===== src/rtl/api_frame_receive_parser_unit_assert.svh =====
// assertion macros for the api frame receive parser
`ifndef API_FRAME_RECEIVE_PARSER_UNIT_ASSERT_SVH
`define API_FRAME_RECEIVE_PARSER_UNIT_ASSERT_SVH

// same-cycle implication on clk, disabled during reset
`define AFRP_ASSERT_SAME(lbl, ante, cons, msg) \
	lbl: assert property (@(posedge clk) disable iff (!arst_n) (ante) |-> (cons)) \
		else $error(msg);

// next-cycle implication on clk, disabled during reset
`define AFRP_ASSERT_NEXT(lbl, ante, cons, msg) \
	lbl: assert property (@(posedge clk) disable iff (!arst_n) (ante) |=> (cons)) \
		else $error(msg);

`endif


===== src/rtl/afrp_pkg.sv =====
// shared types and constants for the api frame receive parser
package afrp_pkg;

	localparam int unsigned BYTE_W = 8;
	localparam int unsigned LEN_W = 16;
	localparam int unsigned APB_AW = 3;
	localparam int unsigned APB_DW = 32;
	localparam int unsigned IN_TDATA_W = 8;
	localparam int unsigned OUT_TDATA_W = 24;

	localparam logic [BYTE_W-1:0] START_DELIM_RESET = 8'h7E;
	localparam logic [BYTE_W-1:0] CHECKSUM_BASE = 8'hFF;

	// word index of each register
	localparam logic REG_START_DELIM = 1'b0;

	typedef enum logic [2:0] {
		PH_HUNT     = 3'd0,
		PH_LEN_HI   = 3'd1,
		PH_LEN_LO   = 3'd2,
		PH_PAYLOAD  = 3'd3,
		PH_CHECKSUM = 3'd4
	} afrp_phase_t;

	typedef struct packed {
		logic              valid;
		logic [BYTE_W-1:0] payload_byte;
		logic              frame_end;
		logic              checksum_ok;
		logic [LEN_W-1:0]  frame_length;
	} afrp_result_t;

endpackage


===== src/rtl/afrp_cfg.sv =====
// apb register file holding the start delimiter
module afrp_cfg
	import afrp_pkg::*;
(
	input  logic              clk,
	input  logic              arst_n,
	input  logic              psel,
	input  logic              penable,
	input  logic              pwrite,
	input  logic [APB_AW-1:0] paddr,
	input  logic [APB_DW-1:0] pwdata,
	output logic [APB_DW-1:0] prdata,
	output logic              pready,
	output logic [BYTE_W-1:0] start_delimiter
);

	logic [BYTE_W-1:0] start_delim_q;
	logic              hit_delim;

	assign pready = 1'b1;
	assign hit_delim = (paddr[2] == REG_START_DELIM);

	always_ff @(posedge clk or negedge arst_n) begin
		if (!arst_n) begin
			start_delim_q <= START_DELIM_RESET;
		end else if (psel && penable && pwrite && pready && hit_delim) begin
			start_delim_q <= pwdata[BYTE_W-1:0];
		end
	end

	always_comb begin
		prdata = '0;
		if (hit_delim) begin
			prdata = {{(APB_DW-BYTE_W){1'b0}}, start_delim_q};
		end
	end

	assign start_delimiter = start_delim_q;

endmodule


===== src/rtl/afrp_parse.sv =====
// frame parse state and per-byte result logic
module afrp_parse
	import afrp_pkg::*;
(
	input  logic              clk,
	input  logic              arst_n,
	input  logic              advance,
	input  logic [BYTE_W-1:0] rx_byte,
	input  logic [BYTE_W-1:0] start_delimiter,
	output afrp_result_t      result
);

	afrp_phase_t       phase_q, phase_d;
	logic [LEN_W-1:0]  len_q, len_d;
	logic [LEN_W-1:0]  cnt_q, cnt_d;
	logic [BYTE_W-1:0] sum_q, sum_d;
	logic [LEN_W-1:0]  cnt_inc;
	logic [BYTE_W-1:0] expect_sum;

	assign cnt_inc = cnt_q + 1'b1;
	assign expect_sum = CHECKSUM_BASE - sum_q;

	always_ff @(posedge clk or negedge arst_n) begin
		if (!arst_n) begin
			phase_q <= PH_HUNT;
			len_q   <= '0;
			cnt_q   <= '0;
			sum_q   <= '0;
		end else if (advance) begin
			phase_q <= phase_d;
			len_q   <= len_d;
			cnt_q   <= cnt_d;
			sum_q   <= sum_d;
		end
	end

	always_comb begin
		phase_d = phase_q;
		len_d   = len_q;
		cnt_d   = cnt_q;
		sum_d   = sum_q;
		result  = '0;
		case (phase_q)
			PH_LEN_HI: begin
				len_d   = {rx_byte, {(LEN_W-BYTE_W){1'b0}}};
				phase_d = PH_LEN_LO;
			end
			PH_LEN_LO: begin
				len_d   = len_q | {{(LEN_W-BYTE_W){1'b0}}, rx_byte};
				cnt_d   = '0;
				sum_d   = '0;
				phase_d = (len_d == '0) ? PH_CHECKSUM : PH_PAYLOAD;
			end
			PH_PAYLOAD: begin
				sum_d   = sum_q + rx_byte;
				cnt_d   = cnt_inc;
				if (cnt_inc >= len_q) begin
					phase_d = PH_CHECKSUM;
				end
				result.valid        = 1'b1;
				result.payload_byte = rx_byte;
				result.frame_length = len_q;
			end
			PH_CHECKSUM: begin
				result.valid        = 1'b1;
				result.frame_end    = 1'b1;
				result.checksum_ok  = (rx_byte == expect_sum);
				result.frame_length = len_q;
				phase_d = PH_HUNT;
				len_d   = '0;
				cnt_d   = '0;
				sum_d   = '0;
			end
			default: begin
				if (rx_byte == start_delimiter) begin
					len_d   = '0;
					cnt_d   = '0;
					sum_d   = '0;
					phase_d = PH_LEN_HI;
				end else begin
					phase_d = PH_HUNT;
				end
			end
		endcase
	end

endmodule


===== src/rtl/api_frame_receive_parser_unit.sv =====
// top level of the api frame receive parser
// Usage:
// - s_* carries received bytes, one per item, in s_tdata[7:0].
// - m_* carries results: m_tdata[7:0] payload byte (zero on frame end),
//   m_tdata[23:8] declared frame length, m_tlast frame end, m_tuser checksum ok.
// - apb port holds the start delimiter at address 0 (reset 0x7e); write it
//   only while no item is in flight.
// - bytes are hunted until the start delimiter, then two length bytes, the
//   payload bytes (each forwarded as an item) and the checksum byte, which
//   gives the frame-end item; header bytes and hunted bytes give no item.
// - an accepted byte is held in the input register until the parser advances,
//   and its result is then registered in the output register that drives m_tvalid.
// - one byte per cycle sustained while m_tready stays high; the whole parse step lies
//   between the input register and the output register.
// - when m_tready is low the output register holds and the input register
//   fills; s_tready drops only when both are occupied.
// - reset clears both registers and returns the parser to hunting.
`include "api_frame_receive_parser_unit_assert.svh"

module api_frame_receive_parser_unit
	import afrp_pkg::*;
(
	input  logic                   clk,
	input  logic                   arst_n,
	input  logic                   s_tvalid,
	output logic                   s_tready,
	input  logic [IN_TDATA_W-1:0]  s_tdata,  // [7:0] rx_byte
	output logic                   m_tvalid,
	input  logic                   m_tready,
	output logic [OUT_TDATA_W-1:0] m_tdata,  // [7:0] payload_byte, [23:8] frame_length
	output logic                   m_tlast,
	output logic                   m_tuser,  // [0] checksum_ok
	input  logic                   psel,
	input  logic                   penable,
	input  logic                   pwrite,
	input  logic [APB_AW-1:0]      paddr,
	input  logic [APB_DW-1:0]      pwdata,
	output logic [APB_DW-1:0]      prdata,
	output logic                   pready
);

	logic              valid_s1;
	logic [BYTE_W-1:0] byte_s1;
	logic              valid_s2;
	afrp_result_t      res_s2;
	afrp_result_t      res;
	logic              advance;
	logic              out_free;
	logic [BYTE_W-1:0] start_delimiter;

	afrp_cfg u_cfg (
		.clk             (clk),
		.arst_n          (arst_n),
		.psel            (psel),
		.penable         (penable),
		.pwrite          (pwrite),
		.paddr           (paddr),
		.pwdata          (pwdata),
		.prdata          (prdata),
		.pready          (pready),
		.start_delimiter (start_delimiter)
	);

	afrp_parse u_parse (
		.clk             (clk),
		.arst_n          (arst_n),
		.advance         (advance),
		.rx_byte         (byte_s1),
		.start_delimiter (start_delimiter),
		.result          (res)
	);

	assign out_free = !valid_s2 || m_tready;
	assign advance  = valid_s1 && out_free;
	assign s_tready = !valid_s1 || out_free;

	always_ff @(posedge clk or negedge arst_n) begin
		if (!arst_n) begin
			valid_s1 <= 1'b0;
		end else if (s_tready) begin
			valid_s1 <= s_tvalid;
		end
	end

	always_ff @(posedge clk) begin
		if (s_tready && s_tvalid) begin
			byte_s1 <= s_tdata[BYTE_W-1:0];
		end
	end

	always_ff @(posedge clk or negedge arst_n) begin
		if (!arst_n) begin
			valid_s2 <= 1'b0;
		end else if (out_free) begin
			valid_s2 <= advance && res.valid;
		end
	end

	always_ff @(posedge clk) begin
		if (advance && res.valid) begin
			res_s2 <= res;
		end
	end

	assign m_tvalid = valid_s2;
	assign m_tdata  = {res_s2.frame_length, res_s2.payload_byte};
	assign m_tlast  = res_s2.frame_end;
	assign m_tuser  = res_s2.checksum_ok;

	`AFRP_ASSERT_SAME(a_end_zero_payload, m_tvalid && m_tlast, m_tdata[BYTE_W-1:0] == '0,
		"frame-end item carries a nonzero payload byte")
	`AFRP_ASSERT_SAME(a_ok_only_on_end, m_tvalid && m_tuser, m_tlast,
		"checksum ok set on a payload item")
	`AFRP_ASSERT_NEXT(a_s1_holds, valid_s1 && !advance, valid_s1 && $stable(byte_s1),
		"input register lost a stalled item")
	`AFRP_ASSERT_SAME(a_ready_full, !s_tready, valid_s1 && valid_s2 && !m_tready,
		"input stalled while a register was free")

endmodule


===== config.mk =====
export PLATFORM = sky130hd
export DESIGN_NAME = api_frame_receive_parser_unit
export DESIGN_NICKNAME = d
export VERILOG_FILES = /design/src/rtl/afrp_pkg.sv /design/src/rtl/afrp_cfg.sv /design/src/rtl/afrp_parse.sv /design/src/rtl/api_frame_receive_parser_unit.sv
export VERILOG_INCLUDE_DIRS = /design/src /design/src/rtl
export SDC_FILE = /design/constraint.sdc
export NUM_CORES = 1
export LEC_CHECK = 0
export BUFFER_PORTS_ARGS = -buffer_cell sky130_fd_sc_hd__buf_4
export CORE_AREA = 3 3 100 102
export DETAILED_ROUTE_END_ITERATION = 10
export DIE_AREA = 0 0 103 105
export PLACE_DENSITY = 0.81
export SETUP_SLACK_MARGIN = 0.4
export SLEW_MARGIN = 10
export SYNTH_ARGS = -nofsm -noshare
export SYNTH_HDL_FRONTEND = slang
export SYNTH_SLANG_ARGS = --single-unit
export TNS_END_PERCENT = 30

===== constraint.sdc =====
create_clock -name clk -period 3.35 [get_ports clk]
set_input_delay 0.335 -clock clk [delete_from_list [all_inputs] [get_ports clk]]
set_output_delay 0.335 -clock clk [all_outputs]
set_load 0.005 [all_outputs]

==> impl_metrics.ini, run 1 <==
[detailed_routing]
drt_iter0_markers = 347
route.detailed.drc = 0
via_count = 3903
vias_per_cell = 5.905
routed_wl_mm = 11.69
routedWlPerCell_um = 17.68
drt_first_pass_iters = 5
ant_nets = 0

[placed_design]
placed_area_sq_um = 5445
io_buffers = 59
hpwl_mm = 8.185
place.gp.congestion = 0.9865

[grt]
grt_pass1_wl_mm = 18.77
grtUsageTotal_pct = 22.15
grt_max_degree = 54
grt_pass1_vias = 3851
grt_overflow = 0
antenna_found_initial = 0

[yosys]
synthDistinctLibCells = 65
async_reset_ff_share_pct = 60.92
synth-edff-count = 34
yosysWarnings = 0
syn_area_sq_um = 5001
postSynthCellCount = 476
synth_area_per_cell_sq_um = 10.51
yosysTopAreaCell = dfrtp_1
ys_seq_elements = 87
synth_ff_type = dfrtp_1
synth_top_area_share_pct = 23.52
synthTopCellsByArea = dfrtp_1 (24%), edfxtp_1 (20%), ha_1 (6.0%), buf_4 (3.9%), xnor2_1 (3.9%)
ys_seq_area_share_pct = 47.09

[floorplan]
io_pins = 111
row_count = 35
core_sq_um = 9196
die_w_um = 103
die_h_um = 105
initial_core_util_pct = 54.38
dieArea_sq_um = 10820

[clock_network]
cts_buffer_depth = 2
cts-htree-levels = 3
tritoncts = yes
numCtsBuffers = 9
clock_latency_ps = 350
cts_sinks = 87
root_buffer = clkbuf_8
hold_buffers = 0
cts.clk_slew.worst_paths_ps = 80

[setup_path]
worstPathCellList = ha_4, nand4_1, nor3_2, and3_4, xnor2_2, ha_1, nand4_1, buf_4, nor2_2, a32o_2, o211ai_1, a21o_1
cp.required_ps = 3600
critPathMaxStageDelay_ps = 440
r2r_setup_slack_ps = 390
crit_slowest_cell = dfrtp_1
criticalPathCategory = flop to flop
worst_setup_path_end_kind = flop
timing.rr.start = u_parse.cnt_q[1]$_DFFE_PN0P_
worstPathArrival_ps = 3210
path_buf_inv = 1
cp_top_family = simple AND/OR/NAND/NOR gates
cp_max_fo = 4
crit_top_cell = nand4_1
worstRegToRegCells = 12
cp-start-kind = flop
r2r_end = u_parse.phase_q[1]$_DFFE_PN0P_

[final_layout]
drive_above_1_share_pct = 24.91
multi_input_area_sq_um = 2377
antennaDiodeCount = 0
area_delta_synth_final_pct = 16.04
fillers = 749
register_area_sq_um = 2357
fin_area_sq_um = 5803
nets = 620

[sta]
worst_slew_pin_slew_ps = 1011
slew_headroom_pct = 32.06
fmax_mhz = 337.9
finalCritPeriodShare_pct = 88.35
setup_viol = 0
drv_slew = 0
tns_ps = 0
fin_crit_ps = 2960
fin_skew_ps = 7.791
hold_viol_final = 0
rsz0062_at_grt = yes

[status]
status = complete, no violations

[power_and_ir_drop]
powerDensity_nw_per_um2 = 645.1
ir_drop_mv = 0.2686
p_leak_nw = 2.505

[worst_hold_path]
hold_path_class = input pin to asynchronous set/reset pin

[run]
cap_violations = 0
## registers in the layout, summed over array words and instances (netlist names)
register               flops
m_tdata                   24
u_parse.cnt_q             16
u_parse.len_q             16
byte_s1                    8
u_cfg.start_delimiter      8
u_parse.sum_q              8
u_parse.phase_q            3
m_tlast                    1
m_tuser                    1
m_tvalid                   1
valid_s1                   1
## cell families after synthesis
kind of cell | synth area share, %
adders and majority gates | 6.405
AOI/OAI and AO/OA | 15.19
buffers and inverters | 8.656
DFF | 47.09
and+or+nand+nor | 15.14
other | 0.1502
muxes | 2.652
xor gates and xnor gates | 4.728
## cell type report
type                       instances  area share, %
timing repair buffer              79          10.48
multi-input combinational        331          40.97
inverter                          37          2.393
tap                              111          2.393
clock buffer                      11          2.264
clock inverter                     5         0.8840
sequential                        87          40.62
## cells in the final DEF (no fill, tap or decap), drive strengths merged, types with 5 or more instances in the layout
cell type and instances:
nor2 31, ha 24, dfstp 6, mux2 10
a21oi 25, buf 79, nand2 24, inv 37
xor2 5, dfrtp 47, a31oi 7, nand4 11
o21ai 20, xnor2 22, edfxtp 34, and2 10
nand2b 5, nand3 10, a41oi 9, nor2b 11
and3 11, nor4 10, a32o 9, clkbuf 11
conb 25
## Yosys cell counts, types with 5 or more instances
cell type / instances
dfrtp_1: 47
inv_1: 37
edfxtp_1: 34
nor2_1: 30
buf_4: 26
a21oi_1: 25
ha_1: 24
nand2_1: 24
xnor2_1: 22
and3_1: 11
nand4_1: 11
nor2b_1: 11
and2_1: 10
o21ai_0: 10
o21ai_1: 10
a32o_1: 9
a41oi_1: 9
nand3_1: 9
nor4_1: 9
clkbuf_1: 8
mux2_2: 8
buf_2: 7
dfstp_2: 6
nand2b_1: 5
xor2_1: 5
## per-layer routing
layer	vias up	track usage [%]	routed length (um)
met5	-	0	0
met4	0	10.08	367
met3	38	4.139	804
met2	182	35.52	5788
met1	1874	28.70	4726
li1	1809	-	-
## worst max path at each step
stage	startpoint	cells after the start	to	slack (ps)
6_report	u_parse.cnt_q[1]$_DFFE_PN0P_	12	u_parse.phase_q[1]$_DFFE_PN0P_	390
5_1_grt	u_parse.cnt_q[1]$_DFFE_PN0P_	11	u_parse.phase_q[1]$_DFFE_PN0P_	270
4_1_cts	u_parse.cnt_q[0]$_DFFE_PN0P_	15	u_parse.phase_q[1]$_DFFE_PN0P_	410
3_5_place_dp	u_parse.cnt_q[0]$_DFFE_PN0P_	11	u_parse.phase_q[1]$_DFFE_PN0P_	220
3_3_place_gp	u_parse.cnt_q[0]$_DFFE_PN0P_	11	u_parse.phase_q[1]$_DFFE_PN0P_	390
2_1_floorplan	u_parse.phase_q[2]$_DFFE_PN0P_	6	m_tdata[0]$_SDFFCE_PN0P_	550
## power breakdown
group	switching (mW)	internal, mW
Sequential	0.244	1.38
Clock	0.360	0.341
Combinational	0.795	0.620
Total	1.40	2.34
## stage by stage
step | hold slack [ps] | cells | power, mW | setup slack, ps | util (%)
final | 29.14 | 661 | 3.743 | 390.3 | 63.10
after detailed placement | 429.8 | 634 | 2.976 | 224.3 | 59.21
after floorplan | 39.41 | 499 | 2.568 | 547.8 | -
after global routing | 71.84 | 661 | 3.981 | 265.5 | 63.10
after CTS | 49.07 | 656 | 3.688 | 410.2 | 61.84
after global placement | 420.2 | 634 | 2.912 | 392.3 | 59.21
## repair_timing
item / CTS / global route
endpoints found under the setup margin: 3 / 3
buffers inserted: 6 / 5
pin swaps: 1 / 14
gates cloned: 0 / 0
hold endpoints to repair: 0 / 0
resized for setup: 4 / 19
Note: power is estimated with default switching activity, not from simulation.
==> run 2, diff against run 1 <==
--- a/config.mk
+++ b/config.mk
@@ -11,6 +11,7 @@
 export DETAILED_ROUTE_END_ITERATION = 10
 export DIE_AREA = 0 0 103 105
 export PLACE_DENSITY = 0.81
+export REMOVE_ABC_BUFFERS = 1
 export SETUP_SLACK_MARGIN = 0.4
 export SLEW_MARGIN = 10
 export SYNTH_ARGS = -nofsm -noshare
==> run 2 against run 1 <==
  * Non-clock buffer count decreased by 8
  * First-iteration DRC count grew 18%
  * Routed wire length decreased by 1.3%
  * Worst setup slack better by 83 ps
  * Critical endpoint unchanged
==> impl_metrics.ini, run 2 (synthesized netlist as in run 1, its figures left out) <==
[status]
status = complete, no violations

[final_layout]
area_delta_synth_final_pct = 14.81
antennaDiodeCount = 0
largest_reg_flops = 24
final_core_util_pct = 62.44
nets = 612
final_common_cell = buf_4
drive_above_1_share_pct = 23.25
fillers = 738
final_cell_mix = buf_4 (70), dfrtp_1 (44), inv_1 (37)

[sta]
rsz0062_at_grt = no
setup_viol = 0
drv_slew = 0
hold_viol_final = 0
setup_slack_ps = 473.5
tns_ps = 0
fin_hold_ws_ps = 20.88
fin_skew_ps = 11.45
slew_headroom_pct = 30.95
worst_slew_pin_slew_ps = 1028
fin_crit_ps = 2876
fmax_mhz = 347.6
finalCritPeriodShare_pct = 85.87

[detailed_routing]
route.detailed.drc = 0
via_count = 3903
routedWlPerCell_um = 17.66
routed_wl_mm = 11.53
ant_nets = 0
drt_iter0_markers = 410
vias_per_cell = 5.977
drt_first_pass_iters = 5

[placed_design]
place.gp.congestion = 0.9796
preCtsSetupSlack_ps = 329.4
hpwl_mm = 8.237
io_buffers = 59

[clock_network]
tritoncts = yes
cts-htree-levels = 3
cts_sinks = 87
cts.clk_slew.worst_paths_ps = 90
cts_buffer_depth = 2
numCtsBuffers = 9
hold_buffers = 0
root_buffer = clkbuf_8
clock_latency_ps = 350

[floorplan]
core_sq_um = 9196
io_pins = 111
dieArea_sq_um = 10820
die_h_um = 105
row_count = 35
die_w_um = 103
initial_core_util_pct = 54.38

[worst_hold_path]
hold_path_class = input pin to asynchronous set/reset pin

[grt]
grtUsageTotal_pct = 22.04
grt_max_degree = 54
grt_pass1_wl_mm = 18.73
grt_pass1_vias = 3889
grt_overflow = 0
antenna_found_initial = 0

[setup_path]
cp.required_ps = 3600
cp_max_fo = 5
cp-start-kind = flop
worstPathArrival_ps = 3130
worst_setup_path_end_kind = flop
criticalPathCategory = flop to flop

[power_and_ir_drop]
p_leak_nw = 2.448
ir_drop_mv = 0.2983
powerDensity_nw_per_um2 = 662.0

[run]
cap_violations = 0
## run 2: final timing paths
| path | start | endpoint | slack, ps | cells past startpoint |
|---|---|---|---|---|
| max reg2reg | u_parse.cnt_q[5]$_DFFE_PN0P_ | u_parse.phase_q[1]$_DFFE_PN0P_ | 470 | 10 |
| max in group asynchronous | arst_n | u_parse.cnt_q[0]$_DFFE_PN0P_ | 2830 | 1 |
| min | arst_n | u_parse.cnt_q[3]$_DFFE_PN0P_ | 20 | 1 |
| min reg2reg | u_parse.sum_q[3]$_DFFE_PN0P_ | u_parse.sum_q[3]$_DFFE_PN0P_ | 500 | 1 |
| max | u_parse.cnt_q[5]$_DFFE_PN0P_ | u_parse.phase_q[1]$_DFFE_PN0P_ | 470 | 10 |
| min in group clk | s_tdata[5] | byte_s1[5]$_DFFE_PP_ | 150 | 1 |
## run 2: metal layers
layer	GRT usage, %	part of all wire, %
met4	8.788	3.2
met2	36.11	50
met3	4.873	7.3
met5	0	0
met1	27.96	39
## run 2: worst max-delay path, cell delays in order (launching register included)
cell      delay (ps)
dfrtp_2          450
nand3_2          190
or4_4            580
nor2_2           140
xor2_1            80
ha_1             330
nand4_1          160
nor4_2           270
a32o_1           280
o211ai_1         110
a21o_1           190
## run 2: through the flow
stage	area (sq um)	instances	power [mW]
2_1_floorplan	4793	455	2.492
3_3_place_gp	5450	633	2.902
3_5_place_dp	5450	633	2.983
4_1_cts	5680	650	3.774
5_1_grt	5742	653	4.051
6_report	5742	653	3.801
## run 2: report_power, final
part           internal (mW)  switching [mW]
Clock                  0.407           0.366
Combinational          0.608           0.798
Sequential              1.38           0.238
## run 2: layout make-up
type / instances / area [sq um] / share of cell area, %
clock buffer: 14 / 172.7 / 3.007
clock inverter: 2 / 37.54 / 0.6537
inverter: 37 / 138.9 / 2.419
multi-input combinational: 331 / 2350 / 40.92
sequential: 87 / 2359 / 41.08
tap: 111 / 138.9 / 2.419
timing repair buffer: 71 / 545.5 / 9.501
## run 2: repair_timing
| item | 4_1_cts | 5_1_grt |
|---|---|---|
| cloned | 0 | 0 |
| hold endpoints to repair | 0 | 0 |
| gates resized for setup | 3 | 11 |
| setup buffers | 1 | 3 |
| setup endpoints to repair | 3 | 3 |
| pin swaps | 0 | 2 |
==> run 3, diff against run 2 <==
--- a/config.mk
+++ b/config.mk
@@ -7,10 +7,10 @@
 export NUM_CORES = 1
 export LEC_CHECK = 0
 export BUFFER_PORTS_ARGS = -buffer_cell sky130_fd_sc_hd__buf_4
-export CORE_AREA = 3 3 100 102
+export CORE_AREA = 3 3 82 123
 export DETAILED_ROUTE_END_ITERATION = 10
-export DIE_AREA = 0 0 103 105
-export PLACE_DENSITY = 0.81
+export DIE_AREA = 0 0 85 126
+export PLACE_DENSITY = 0.82
 export REMOVE_ABC_BUFFERS = 1
 export SETUP_SLACK_MARGIN = 0.4
 export SLEW_MARGIN = 10
==> run 3 against run 2 <==
  * Cell count did not move
  * Worst setup slack improved by 47 ps
  * Critical endpoint unchanged
  * Design area grew 1.2%
  * Clock skew decreased by 5.1 ps
  * Critical path type unchanged
  * Hold slack better by 2.2 ps
  * Clock-buffer cell count is 3 lower
  * Routed wire length increased by 1.7%
  * Power grew 7.6%
==> impl_metrics.ini, run 3 (synthesized netlist as in run 1, its figures left out) <==
[worst_hold_path]
hold_path_class = input pin to asynchronous set/reset pin

[setup_path]
timing.rr.start = u_parse.cnt_q[1]$_DFFE_PN0P_
worst_setup_path_end_kind = flop
worstPathArrival_ps = 3070
criticalPathCategory = flop to flop
cp.required_ps = 3590
r2r_end = u_parse.phase_q[1]$_DFFE_PN0P_
cp-start-kind = flop
cp_max_fo = 5
r2r_setup_slack_ps = 520
worstRegToRegCells = 11

[detailed_routing]
vias_per_cell = 5.930
routedWlPerCell_um = 17.96
drt_first_pass_iters = 5
ant_nets = 0
route.detailed.drc = 0
drt_iter0_markers = 280
via_count = 3872
routed_wl_mm = 11.73

[clock_network]
cts_buffer_depth = 2
root_buffer = clkbuf_16
cts_sinks = 87
post-cts-setup-buffer-count = 0
cts.clk_slew.worst_paths_ps = 60
clock_latency_ps = 340
tritoncts = yes
cts-htree-levels = 3
numCtsBuffers = 9

[floorplan]
io_pins = 111
die_h_um = 126
row_count = 43
dieArea_sq_um = 10710
initial_core_util_pct = 54.36
core_sq_um = 9200
die_w_um = 85

[final_layout]
area_delta_synth_final_pct = 16.21
final_cells = 653
nets = 611
antennaDiodeCount = 0
largest_reg_flops = 24
drive_above_1_share_pct = 23.11
final_cell_mix = buf_4 (70), dfrtp_1 (43), inv_1 (37)
final_common_cell = buf_4
fin_area_sq_um = 5812

[grt]
grtUsageTotal_pct = 22.40
grt_overflow = 0
grt_pass1_wl_mm = 18.73
grt_pass1_vias = 3843
grt_max_degree = 54
antenna_found_initial = 0

[placed_design]
place.gp.congestion = 0.9242
io_buffers = 59
dp.cells = 637
hpwl_mm = 8.450
placed_area_sq_um = 5461

[sta]
fin_skew_ps = 6.367
finalCritPeriodShare_pct = 84.47
rsz0062_at_grt = no
slew_headroom_pct = 34.96
hold_viol_final = 0
fin_crit_ps = 2830
worst_slew_pin_slew_ps = 968.2
tns_ps = 0
setup_viol = 0
drv_slew = 0
fmax_mhz = 353.4

[status]
status = complete, no violations

[power_and_ir_drop]
ir_drop_mv = 0.4336
p_total_mw = 4.091
powerDensity_nw_per_um2 = 703.9
p_leak_nw = 2.485

[run]
cap_violations = 0
[run 3: repair_timing]
action                     CTS  global route
gates resized for setup      1            11
pin swaps                    1             2
hold buffers                 0             0
setup endpoints to repair    2             3
gates cloned                 0             0
[run 3: metal layers]
metal  share of wire [%]  vias to the layer above  global-route usage [%]  wire length (um)
li1                    -                     1800                       -                 -
met1                  35                     1883                   24.29              4128
met2                  54                      150                   39.29              6340
met3                 5.2                       39                   4.712               614
met4                 5.5                        0                   13.51               647
met5                   0                        -                       0                 0
[run 3: layout make-up]
class | count | area [sq um]
fillers | 716 | 3388
flip-flops and latches | 87 | 2360
multi-input cells | 331 | 2322
repair buffers | 70 | 525.5
clock buffers | 11 | 242.7
well taps | 112 | 140.1
inverters | 37 | 138.9
clock inverters | 5 | 82.58
[run 3: how the worst max path moves through the flow]
stage                                            start                             end  slack (ps)  cells after the start
after global placement    u_parse.cnt_q[0]$_DFFE_PN0P_  u_parse.phase_q[1]$_DFFE_PN0P_         420                     11
final                     u_parse.cnt_q[1]$_DFFE_PN0P_  u_parse.phase_q[1]$_DFFE_PN0P_         520                     11
after floorplan           u_parse.cnt_q[0]$_DFFE_PN0P_  u_parse.phase_q[1]$_DFFE_PN0P_         640                     11
after detailed placement  u_parse.cnt_q[0]$_DFFE_PN0P_  u_parse.phase_q[1]$_DFFE_PN0P_         400                     11
after global routing      u_parse.cnt_q[1]$_DFFE_PN0P_  u_parse.phase_q[1]$_DFFE_PN0P_         380                     11
after CTS                 u_parse.cnt_q[0]$_DFFE_PN0P_  u_parse.phase_q[1]$_DFFE_PN0P_         430                     11
[run 3: through the flow]
stage / setup WS (ps) / hold slack, ps / utilization (%)
5_1_grt: 377.6 / 85.75 / 63.17
6_report: 520.3 / 23.11 / 63.17
2_1_floorplan: 642.1 / 39.41 / -
3_5_place_dp: 400.1 / 423.5 / 59.36
4_1_cts: 434.9 / 62.84 / 62.95
3_3_place_gp: 423.1 / 414.6 / 59.36
[run 3: critical path, cell delays in order (launching register included)]
cell,delay (ps)
dfrtp_1,410
ha_2,230
nand4_1,210
nor2_2,280
and3_1,250
xor2_1,90
ha_1,290
nand4_1,150
nor4_1,260
a32o_2,240
o211ai_1,100
a21o_1,200
[run 3: power by group]
group	internal, mW	switching [mW]
registers	1.39	0.236
logic	0.592	0.793
clock network	0.675	0.408
total	2.65	1.44
